===== src/pfcs_pkg.sv =====
// ----------------------------------------------------------------------------
// pfcs_pkg
// Shared types, constants and the CRC-8 byte function for the pressure
// frame checker and scaler.
// ----------------------------------------------------------------------------
package pfcs_pkg;

  localparam logic [7:0] CRC_INIT = 8'hFF;
  localparam logic [7:0] CRC_POLY = 8'h31;
  localparam logic [3:0] LAST_POS = 4'd8;

  // Pressure: round(|raw| * 64 / 15), sign applied afterwards.
  localparam logic [21:0] P_ROUND  = 22'd7;
  localparam logic [21:0] P_DIV    = 22'd15;
  localparam logic [22:0] P_RECIP  = 23'd4473924;  // floor(2^26 / 15)
  localparam int          P_SHIFT  = 26;

  // Temperature: (160 * raw + 8740800 + 62) / 125.
  localparam logic signed [24:0] T_GAIN   = 25'sd160;
  localparam logic signed [24:0] T_OFFSET = 25'sd8740862;
  localparam logic [23:0]        T_DIV    = 24'd125;
  localparam logic [24:0]        T_RECIP  = 25'd17179869; // floor(2^31 / 125)
  localparam int                 T_SHIFT  = 31;

  typedef struct packed {
    logic        err;
    logic [15:0] p_word;
    logic [15:0] t_word;
  } frame_t;

  function automatic logic [7:0] crc8_byte(input logic [7:0] crc, input logic [7:0] b);
    logic [7:0] c;
    c = crc ^ b;
    for (int k = 0; k < 8; k++) begin
      c = c[7] ? ({c[6:0], 1'b0} ^ CRC_POLY) : {c[6:0], 1'b0};
    end
    return c;
  endfunction

endpackage


===== src/pfcs_ifs.sv =====
// ----------------------------------------------------------------------------
// pfcs_rx_if / pfcs_res_if
// Valid/ready channels: received sensor bytes in, scaled frame results out.
// ----------------------------------------------------------------------------
interface pfcs_rx_if;
  logic       valid;
  logic       ready;
  logic [7:0] rx_byte;
  logic       first_byte;

  modport source (output valid, output rx_byte, output first_byte, input ready);
  modport sink   (input valid, input rx_byte, input first_byte, output ready);
endinterface

interface pfcs_res_if;
  logic               valid;
  logic               ready;
  logic               crc_error;
  logic signed [18:0] pressure_q8;
  logic        [16:0] temperature_q8;

  modport source (output valid, output crc_error, output pressure_q8,
                  output temperature_q8, input ready);
  modport sink   (input valid, input crc_error, input pressure_q8,
                  input temperature_q8, output ready);
endinterface


===== src/pfcs_framer.sv =====
// ----------------------------------------------------------------------------
// pfcs_framer
// Registers each byte beat, tracks frame position, checks the three word
// CRCs and emits the raw words with the error flag after the ninth byte.
// ----------------------------------------------------------------------------
module pfcs_framer (
  input  logic            clk,
  input  logic            rst,
  pfcs_rx_if.sink         rx,
  output logic            frm_valid,
  input  logic            frm_ready,
  output pfcs_pkg::frame_t frm_data
);
  import pfcs_pkg::*;

  // input register
  logic       in_valid;
  logic [7:0] in_byte;
  logic       in_first;

  // frame state
  logic [3:0]  pos;
  logic [7:0]  crc;
  logic        err_seen;
  logic [7:0]  hold;
  logic [15:0] p_word;
  logic [15:0] t_word;

  logic [3:0]  pos_eff;
  logic [3:0]  pos_next;
  logic [7:0]  crc_next;
  logic        err_next;
  logic [7:0]  hold_next;
  logic [15:0] p_word_next;
  logic [15:0] t_word_next;
  logic        err_base;
  logic        done;
  logic        take;
  logic        frm_free;

  assign frm_free = !frm_valid || frm_ready;
  assign pos_eff  = (in_first || pos > LAST_POS) ? 4'd0 : pos;
  assign done     = (pos_eff == LAST_POS);
  assign take     = in_valid && (!done || frm_free);
  assign rx.ready = !in_valid || take;

  always_comb begin
    err_base    = (pos_eff == 4'd0) ? 1'b0 : err_seen;
    err_next    = err_base;
    crc_next    = crc;
    hold_next   = hold;
    p_word_next = p_word;
    t_word_next = t_word;
    pos_next    = done ? 4'd0 : pos_eff + 4'd1;
    case (pos_eff) inside
      4'd0, 4'd3, 4'd6: begin
        crc_next  = crc8_byte(CRC_INIT, in_byte);
        hold_next = in_byte;
      end
      4'd1, 4'd4, 4'd7: begin
        crc_next = crc8_byte(crc, in_byte);
        if (pos_eff == 4'd1) p_word_next = {hold, in_byte};
        if (pos_eff == 4'd4) t_word_next = {hold, in_byte};
      end
      default: begin
        if (crc != in_byte) err_next = 1'b1;
        crc_next = CRC_INIT;
      end
    endcase
  end

  always_ff @(posedge clk) begin
    if (rst) begin
      in_valid <= 1'b0;
    end else if (rx.ready) begin
      in_valid <= rx.valid;
    end
    if (rx.valid && rx.ready) begin
      in_byte  <= rx.rx_byte;
      in_first <= rx.first_byte;
    end
  end

  always_ff @(posedge clk) begin
    if (rst) begin
      pos      <= 4'd0;
      crc      <= CRC_INIT;
      err_seen <= 1'b0;
    end else if (take) begin
      pos      <= pos_next;
      crc      <= crc_next;
      err_seen <= err_next;
    end
    if (take) begin
      hold   <= hold_next;
      p_word <= p_word_next;
      t_word <= t_word_next;
    end
  end

  always_ff @(posedge clk) begin
    if (rst) begin
      frm_valid <= 1'b0;
    end else if (frm_free) begin
      frm_valid <= take && done;
    end
    if (frm_free && take && done) begin
      frm_data.err    <= err_next;
      frm_data.p_word <= p_word;
      frm_data.t_word <= t_word;
    end
  end

endmodule


===== src/pfcs_scale.sv =====
// ----------------------------------------------------------------------------
// pfcs_scale
// Converts the raw words to Q8 pressure and temperature: a reciprocal
// multiply stage, then a remainder correction stage into the result register.
// ----------------------------------------------------------------------------
module pfcs_scale (
  input  logic             clk,
  input  logic             rst,
  input  logic             frm_valid,
  output logic             frm_ready,
  input  pfcs_pkg::frame_t frm_data,
  pfcs_res_if.source       res
);
  import pfcs_pkg::*;

  // multiply stage
  logic        m_valid;
  logic        m_err;
  logic        m_neg;
  logic [21:0] m_p_num;
  logic [23:0] m_t_num;
  logic [44:0] m_p_prod;
  logic [48:0] m_t_prod;

  logic               p_neg;
  logic signed [16:0] p_ext;
  logic [16:0]        p_mag;
  logic [21:0]        p_num;
  logic signed [24:0] t_sum;
  logic [23:0]        t_num;

  logic [17:0] p_q0;
  logic [21:0] p_rem;
  logic [17:0] p_q;
  logic [18:0] p_s;
  logic [18:0] p_val;
  logic [16:0] t_q0;
  logic [23:0] t_rem;
  logic [16:0] t_q;

  logic out_free;
  logic m_free;

  assign out_free  = !res.valid || res.ready;
  assign m_free    = !m_valid || out_free;
  assign frm_ready = m_free;

  always_comb begin
    p_neg = frm_data.p_word[15];
    p_ext = 17'($signed(frm_data.p_word));
    p_mag = p_neg ? 17'(-p_ext) : 17'(p_ext);
    p_num = 22'({p_mag, 6'b0}) + P_ROUND;
    t_sum = 25'($signed(frm_data.t_word)) * T_GAIN + T_OFFSET;
    t_num = t_sum[23:0];
  end

  always_ff @(posedge clk) begin
    if (rst) begin
      m_valid <= 1'b0;
    end else if (m_free) begin
      m_valid <= frm_valid;
    end
    if (m_free && frm_valid) begin
      m_err    <= frm_data.err;
      m_neg    <= p_neg;
      m_p_num  <= p_num;
      m_t_num  <= t_num;
      m_p_prod <= 45'(p_num) * 45'(P_RECIP);
      m_t_prod <= 49'(t_num) * 49'(T_RECIP);
    end
  end

  always_comb begin
    p_q0  = m_p_prod[P_SHIFT +: 18];
    p_rem = m_p_num - 22'({p_q0, 4'b0}) + 22'(p_q0);
    p_q   = (p_rem >= P_DIV) ? p_q0 + 18'd1 : p_q0;
    p_s   = {1'b0, p_q};
    p_val = m_neg ? (~p_s + 19'd1) : p_s;
    t_q0  = m_t_prod[T_SHIFT +: 17];
    t_rem = m_t_num - 24'(t_q0) * T_DIV;
    t_q   = (t_rem >= T_DIV) ? t_q0 + 17'd1 : t_q0;
  end

  always_ff @(posedge clk) begin
    if (rst) begin
      res.valid <= 1'b0;
    end else if (out_free) begin
      res.valid <= m_valid;
    end
    if (out_free && m_valid) begin
      res.crc_error      <= m_err;
      res.pressure_q8    <= m_err ? 19'sd0 : $signed(p_val);
      res.temperature_q8 <= m_err ? 17'd0 : t_q;
    end
  end

endmodule


===== src/pressure_frame_check_scale.sv =====
// ----------------------------------------------------------------------------
// pressure_frame_check_scale
// Checks the word CRCs of a 9-byte differential pressure sensor reply and
// scales pressure and temperature to Q8.
// ----------------------------------------------------------------------------
// rx carries one reply byte per beat; first_byte restarts the frame at
// byte 0, otherwise the position counts on and wraps after byte 8.
// Each three-byte group (data high, data low, CRC-8 poly 0x31 init 0xFF)
// is checked. After the ninth byte one beat appears on result:
// crc_error, pressure_q8 = round(raw/60 * 256) and
// temperature_q8 = round((raw/200 + 273.15) * 256), both zero on error.
// Throughput is one byte per cycle while the receiver keeps up. The ninth
// byte passes the frame check into the frame register, then the reciprocal
// multiply stage, then remainder correction into the result register.
// Reset clears the frame position, the CRC and all valid flags. When the
// receiver stalls, the result register holds; the stages ahead of it keep
// taking bytes until two finished frames wait behind it and the ninth byte
// of the next frame sits in the input register.
// ----------------------------------------------------------------------------
module pressure_frame_check_scale (
  input  logic        clk,
  input  logic        rst,
  pfcs_rx_if.sink     rx,
  pfcs_res_if.source  result
);
  import pfcs_pkg::*;

  logic   frm_valid;
  logic   frm_ready;
  frame_t frm_data;

  pfcs_framer u_framer (
    .clk       (clk),
    .rst       (rst),
    .rx        (rx),
    .frm_valid (frm_valid),
    .frm_ready (frm_ready),
    .frm_data  (frm_data)
  );

  pfcs_scale u_scale (
    .clk       (clk),
    .rst       (rst),
    .frm_valid (frm_valid),
    .frm_ready (frm_ready),
    .frm_data  (frm_data),
    .res       (result)
  );

endmodule

===== src/flat_wrapper.sv =====
// flat-port wrapper written by rule: the top's interface ports become plain ports
module pressure_frame_check_scale_flat import pfcs_pkg::*;
  (clk, rst, rx_valid, rx_rx_byte, rx_first_byte, rx_ready, result_valid, result_crc_error, result_pressure_q8, result_temperature_q8, result_ready);
  pfcs_rx_if rx_i ();
  pfcs_res_if result_i ();
  input  logic clk;
  input  logic rst;
  input wire logic [$bits(rx_i.valid)-1:0] rx_valid;
  input wire logic [$bits(rx_i.rx_byte)-1:0] rx_rx_byte;
  input wire logic [$bits(rx_i.first_byte)-1:0] rx_first_byte;
  output wire logic [$bits(rx_i.ready)-1:0] rx_ready;
  output wire logic [$bits(result_i.valid)-1:0] result_valid;
  output wire logic [$bits(result_i.crc_error)-1:0] result_crc_error;
  output wire logic [$bits(result_i.pressure_q8)-1:0] result_pressure_q8;
  output wire logic [$bits(result_i.temperature_q8)-1:0] result_temperature_q8;
  input wire logic [$bits(result_i.ready)-1:0] result_ready;
  assign rx_i.valid = rx_valid;
  assign rx_i.rx_byte = rx_rx_byte;
  assign rx_i.first_byte = rx_first_byte;
  assign rx_ready = rx_i.ready;
  assign result_valid = result_i.valid;
  assign result_crc_error = result_i.crc_error;
  assign result_pressure_q8 = result_i.pressure_q8;
  assign result_temperature_q8 = result_i.temperature_q8;
  assign result_i.ready = result_ready;
  pressure_frame_check_scale u_core (.clk(clk), .rst(rst), .rx(rx_i), .result(result_i));
endmodule

===== config.mk =====
export PLATFORM = sky130hd
export DESIGN_NAME = pressure_frame_check_scale_flat
export DESIGN_NICKNAME = d
export VERILOG_FILES = /design/src/pfcs_pkg.sv /design/src/pfcs_ifs.sv /design/src/pfcs_framer.sv /design/src/pfcs_scale.sv /design/src/pressure_frame_check_scale.sv /design/src/flat_wrapper.sv
export SDC_FILE = /design/constraint.sdc
export NUM_CORES = 1
export LEC_CHECK = 0
export BUFFER_PORTS_ARGS = -buffer_cell sky130_fd_sc_hd__buf_4
export CORE_MARGIN = 10
export CORE_UTILIZATION = 40
export DETAILED_ROUTE_END_ITERATION = 10
export GPL_TIMING_DRIVEN = 0
export SETUP_SLACK_MARGIN = 0.4
export SKIP_CTS_REPAIR_TIMING = 1
export SYNTH_ARGS = -nofsm -noshare
export SYNTH_HDL_FRONTEND = slang
export SYNTH_HIERARCHICAL = 1
export SYNTH_SLANG_ARGS = --single-unit
export TNS_END_PERCENT = 5

===== constraint.sdc =====
create_clock -name clk -period 21.7 [get_ports clk]
set_input_delay 2.17 -clock clk [delete_from_list [all_inputs] [get_ports clk]]
set_output_delay 2.17 -clock clk [all_outputs]
set_load 0.005 [all_outputs]

# Word-level counts from Yosys, hierarchy flattened
# Index checks and enable logic that the tools add are counted.
[classes]
addsub = 10
n_mul = 4
order_cmp = 3
eq_ne = 7
mux = 28
bitwise_logic = 21
reduce_logical = 25
[ops]
columns = ["cell", "n"]
rows = [
  ["6-bit 2-to-1 mux", 16],
  ["24-bit by 25-bit multiplier with 48-bit output (second input constant)", 1],
  ["3-bit inverter", 16],
  ["22-bit by 21-bit multiplier with 42-bit output (second input constant)", 1],
  ["18-bit 2-to-1 mux", 2],
  ["24-bit adder (second input constant)", 1],
  ["24-bit by 7-bit >= comparator with 1-bit output (second input constant)", 1],
  ["17-bit by 7-bit multiplier with 24-bit output (second input constant)", 1],
  ["24-bit subtractor", 1],
  ["22-bit by 18-bit adder with 22-bit output", 1],
  ["22-bit by 3-bit adder with 22-bit output (second input constant)", 1],
  ["22-bit by 4-bit >= comparator with 1-bit output (second input constant)", 1],
  ["22-bit subtractor", 1],
  ["19-bit by 1-bit adder with 19-bit output (second input constant)", 1],
  ["16-bit by 4-bit multiplier with 19-bit output (second input constant)", 1],
  ["18-bit inverter with 19-bit output", 1],
  ["18-bit by 1-bit adder with 18-bit output (second input constant)", 1],
  ["17-bit by 1-bit adder with 17-bit output (second input constant)", 1],
  ["17-bit 2-to-1 mux", 1],
  ["16-bit 2-to-1 mux", 1],
  ["8-bit 2-to-1 mux", 2],
  ["16-bit negator", 1],
  ["4-bit by 3-bit == test with 1-bit output (second input constant)", 3],
  ["4-bit 2-to-1 mux", 2],
  ["other kinds (18)", 39],
]
[totals]
regBits = 274
inputBits = 13
out_inout_bits = 39
word_cells = 123

# Longest topological paths before layout
[depth]
ltp_word = 19
mapped_depth = 41
depth_no_buf = 41

# Modules after synthesis
# The synthesis kept the hierarchy.
[modules_own_cells]
columns = ["mod", "instances", "cells_each", "area_each_um2", "seq_area_each_um2"]
rows = [
  ["pfcs_scale", 1, 2293, 22650.5, 3313.2],
  ["pfcs_framer", 1, 226, 3704.8, 2762.6],
]

# Worst setup path before layout
# OpenSTA, ideal clock, no wires.
[synth_timing]
kind = "register to register"
startpoint = "register u_core/u_framer/frm_data[0] (netlist name)"
endpoint = "register u_core.u_scale.m_t_prod[47] (data pin)"
setup_time_ns = 0.268
arrival_ns = 9.780
path_slack_ns = 11.652
stages_incl_launch_ff = 39
path_buffers = 0
path_cell_list = "edfxtp_1 > ha_1 > ha_1 > fa_1 > a21o_1 > a211o_1 > a2111oi_0 > nor2_1 > a31oi_1 > a21oi_1 > a21o_1 > a21oi_1 > xnor2_1 > nand3_1 > xnor2_1 > inv_1 > ha_1 > inv_1 > (+3 left out) > fa_1 > fa_1 > fa_1 > inv_1 > fa_1 > inv_1 > fa_1 > inv_1 > ha_1 > o211ai_1 > o311ai_0 > o2111ai_1 > a21oi_1 > o2111ai_1 > a21boi_0 > o21ai_0 > nand2b_1 > xnor3_1"
[synth_via]
elab_chain_cells = 3
[synth_rtl]
columns = ["item", "line", "rtl"]
rows = [
  ["16-bit by 4-bit multiplier with 19-bit output", "pfcs_scale.sv:53", "t_sum = 25'($signed(frm_data.t_word)) * T_GAIN + T_OFFSET;"],
  ["24-bit adder", "pfcs_scale.sv:53", ""],
  ["net u_core.u_scale.t_sum[23]", "pfcs_scale.sv:29", "logic signed [24:0] t_sum;"],
  ["24-bit by 25-bit multiplier with 48-bit output", "pfcs_scale.sv:69", "m_t_prod <= 49'(t_num) * 49'(T_RECIP);"],
  ["end signal, assigned", "pfcs_scale.sv:69", ""],
  ["end, declared", "pfcs_scale.sv:23", "logic [48:0] m_t_prod;"],
]
# The timed path passes the listed nets, and every way through them passes these cells.
# A chain may end at the register's enable or synchronous reset.

# Final worst setup path
[layout_timing]
startpoint = "register u_core/u_framer/frm_data[0] (netlist name)"
endpoint = "register u_core.u_scale.m_t_prod[47] (data pin)"
[layout_via]
elab_chain_cells = 3
[layout_rtl]
columns = ["item", "line"]
rows = [
  ["16-bit by 4-bit multiplier with 19-bit output", "pfcs_scale.sv:53"],
  ["24-bit adder", "pfcs_scale.sv:53"],
  ["net u_core.u_scale.t_sum[23]", "pfcs_scale.sv:29"],
  ["24-bit by 25-bit multiplier with 48-bit output", "pfcs_scale.sv:69"],
]
# The timed path passes the listed nets, and every way through them passes these cells.

==> impl_metrics.ini <==
[routing]
viasPerCell = 5.106
dr.first_iter.drc_count = 760
drt-wirelength-per-cell_um = 16.50
ant_nets = 0
vias = 17799
dr.pass1.iters = 5
routed_wl_mm = 57.51
drcViolationCount = 0

[status]
status = finished clean

[clocking]
clkSinkCount = 208
cts_buffers = 26
cts_tree = built
cts_buffer_depth = 3
root_buffer = clkbuf_16
clk-insertion-delay-late_ns = 0.56
htreeDepth = 1
clk_pin_slew_ns = 0.06

[pwr]
ir_drop_mv = 0.05726
leakage_nw = 13.67
p_per_area_nw_per_um2 = 31.33

[setup_path]
cp-end-kind = flip-flop
crit-reg2reg-capture = u_core/u_scale/m_t_prod[47]$_DFFE_PP_
cpPeakStageDelay_ns = 0.85
critPathArrivalTime_ns = 12.36
crit_top_cell = fa_1
worst_setup_path_start_kind = flip-flop
critPathRequiredTime_ns = 21.99
cpMaxStageDelayCell = o311ai_1
crit_start = u_core/u_framer/frm_data[0]$_DFFE_PP_
ff2ff_path_depth = 38
rr_startpoint = u_core/u_framer/frm_data[0]$_DFFE_PP_
r2r_slack_ns = 9.62
worstSetupEndpoint = u_core/u_scale/m_t_prod[47]$_DFFE_PP_
cp_max_fo = 10
critPathKind = flip-flop to flip-flop

[die]
fp.dieH_um = 276.7
core_area_um2 = 65510
die_w_um = 276.7
dieArea_um2 = 76550
start_util_pct = 40.23
num_rows = 94
io_pins = 52

[hold_path]
hold_path_class = flip-flop to flip-flop

[finish]
area_growth_pct = 9.125
finalNetCount = 3401
mostFrequentLayoutCell = inv_1
antenna_cells = 0
final_cell_mix = inv_1 (516), ha_1 (511), fa_1 (275)
drive_above_1_share_pct = 5.225

[yosys]
synth_xor_area_share_pct = 5.649
syn-cell-area_um2 = 26360
synth_flop_cell = edfxtp_1
synth_area_leaders = ha_1 (24%), edfxtp_1 (22%), fa_1 (21%), inv_1 (7.3%), xnor2_1 (3.6%)
syn_area_per_cell_um2 = 10.46
synth_compound_area_share_pct = 9.746
ys_warn_count = 6
synth_top_family_by_area = adder cells
syn-num-nets = 3318
yosysUniqueCellTypes = 83
ys_ff_latch = 208
ys_async_sr_fraction_pct = 0
synthCells = 2519
yosysTopAreaCell = ha_1
yosysTopAreaCellShare_pct = 24.26
synth-seq-area-share_pct = 23.05
synthSimpleGateAreaFrac_pct = 7.980
synth.mux.area_fraction_pct = 0.5127
synthAdderAreaFrac_pct = 45.15
synth_edf_count = 191

[timing]
fin_skew_ns = 0.02912
worst_pin_slew_ns = 1.392
hold_violations = 0
max_slew_margin_pct = 6.530
timing.fmax_ghz = 0.08281
tns_ns = 0
setup_viol = 0
holdWs_ns = 0.4189
drv_slew = 0
period_share_pct = 55.65
finalCriticalPeriod_ns = 12.08
rsz0062_at_grt = no

[global_routing]
grt_max_degree = 72
grtUsageMet3_pct = 1.840
use_met1_pct = 20.56
grt_pass1_vias = 18920
grt-busiest-layer = met2
antenna_found_initial = 1
gr-total-overflow = 0
gr-usage-met2_pct = 25.47
grt_use_total_pct = 15.11
grt_pass1_wl_mm = 96.93

[job]
maxCapViolations = 0

[place]
place_congestion = 0.8929
port-buffer-count = 51
hpwlAfterDp_mm = 48.26
[routing by layer]
metal | wire length (um) | share of wire (%) | vias up
li1 | - | - | 8704
met1 | 27140 | 47 | 8727
met2 | 27370 | 48 | 302
met3 | 1890 | 3.3 | 66
met4 | 1106 | 1.9 | 0
met5 | 0 | 0 | -
[logic make-up (layout without fill, tap and decap cells)]
group           Yosys count  count (layout)
fa+ha+maj               786             786
buf+inv                 553             656
simple gates            420             420
compound gates          377             377
flops                   208             208
xor+xnor                162             162
mux                      13              13
[power breakdown]
group	leakage (nW)	total (W)	switching, W	internal [W]
clock	0.417	0.000423	0.000176	0.000247
combinational	11.4	0.0000351	0.0000169	0.0000182
sequential	1.87	0.000443	0.00000590	0.000437
[area by class of cell]
type | instances | area, um2
fillers | 6181 | 36750
clock inverters | 17 | 128.9
well taps | 864 | 1081
multi-input cells | 1758 | 18230
clock buffers | 31 | 710.7
inverters | 516 | 1937
repair buffers | 55 | 445.4
plain buffers | 37 | 147.6
flip-flops and latches | 208 | 6076
[through the flow]
step                cell area, um2   power, W  util [%]  setup slack [ns]  instances
detailed placement           27910  0.0004865     42.60             9.336       3437
global placement             27820  0.0004855     42.47             9.515       3434
global route                 28760  0.0009373     43.90             8.827       3486
floorplan                    26360  0.0004776         -             11.65       2519
finish                       28760  0.0009009     43.90             9.625       3486
CTS                          28750  0.0009164     43.88             9.311       3485
[flip-flops by register name, indices dropped and copies added (netlist names), 16 cells and up]
name,cells
u_core/u_framer/p_word,16
u_core/u_scale/res.temperature_q8,17
u_core/u_framer/t_word,16
u_core/u_scale/m_t_num,19
u_core/u_scale/m_p_prod,18
u_core/u_scale/m_t_prod,17
u_core/u_scale/res.pressure_q8,19
u_core/u_scale/m_p_num,16
u_core/u_framer/frm_data,33
[Yosys cell counts (9+ instances only)]
cell type and number:
nand2_1 75, a211oi_1 15, a21oi_1 98, o31ai_1 14, xnor2_1 109, inv_1 516, nor2b_1 13, o21ai_0 69
nor2_1 124, o21bai_1 12, xor2_1 48, dfxtp_1 17, fa_1 275, and2_1 12, edfxtp_1 191, nor4_1 10
or3_1 12, nand3_1 36, a21o_1 39, clkbuf_1 30, nand4_1 20, mux2i_1 9, nor3_1 48, and3_1 18
nand2b_1 13, ha_1 511, o21a_1 20
[worst max-delay path, delay by kind of cell, from the launching register on]
| family | cells | cell delay (ns) |
|---|---|---|
| flip-flops | 1 | 0.60 |
| AND/OR/NAND/NOR | 3 | 0.37 |
| AO/OA/AOI/OAI | 14 | 4.06 |
| XOR/XNOR | 3 | 0.99 |
| buffers and inverters | 6 | 0.68 |
| adder cells (fa/ha/maj) | 12 | 5.11 |
[how the worst min path moves through the flow]
stage / start / to / cells past startpoint
final: u_core/u_framer/t_word[3]$_DFFE_PP_ / u_core/u_framer/frm_data[3]$_DFFE_PP_ / 0
after global routing: u_core/u_framer/t_word[3]$_DFFE_PP_ / u_core/u_framer/frm_data[3]$_DFFE_PP_ / 0
after CTS: u_core/u_framer/t_word[13]$_DFFE_PP_ / u_core/u_framer/frm_data[13]$_DFFE_PP_ / 0
after detailed placement: u_core/u_framer/t_word[10]$_DFFE_PP_ / u_core/u_framer/frm_data[10]$_DFFE_PP_ / 0
after global placement: u_core/u_framer/frm_data[32]$_DFFE_PP_ / u_core/u_scale/m_err$_DFFE_PP_ / 0
after floorplan: u_core/u_framer/t_word[0]$_DFFE_PP_ / u_core/u_framer/frm_data[0]$_DFFE_PP_ / 0
Power figures use the tool's default switching activity.
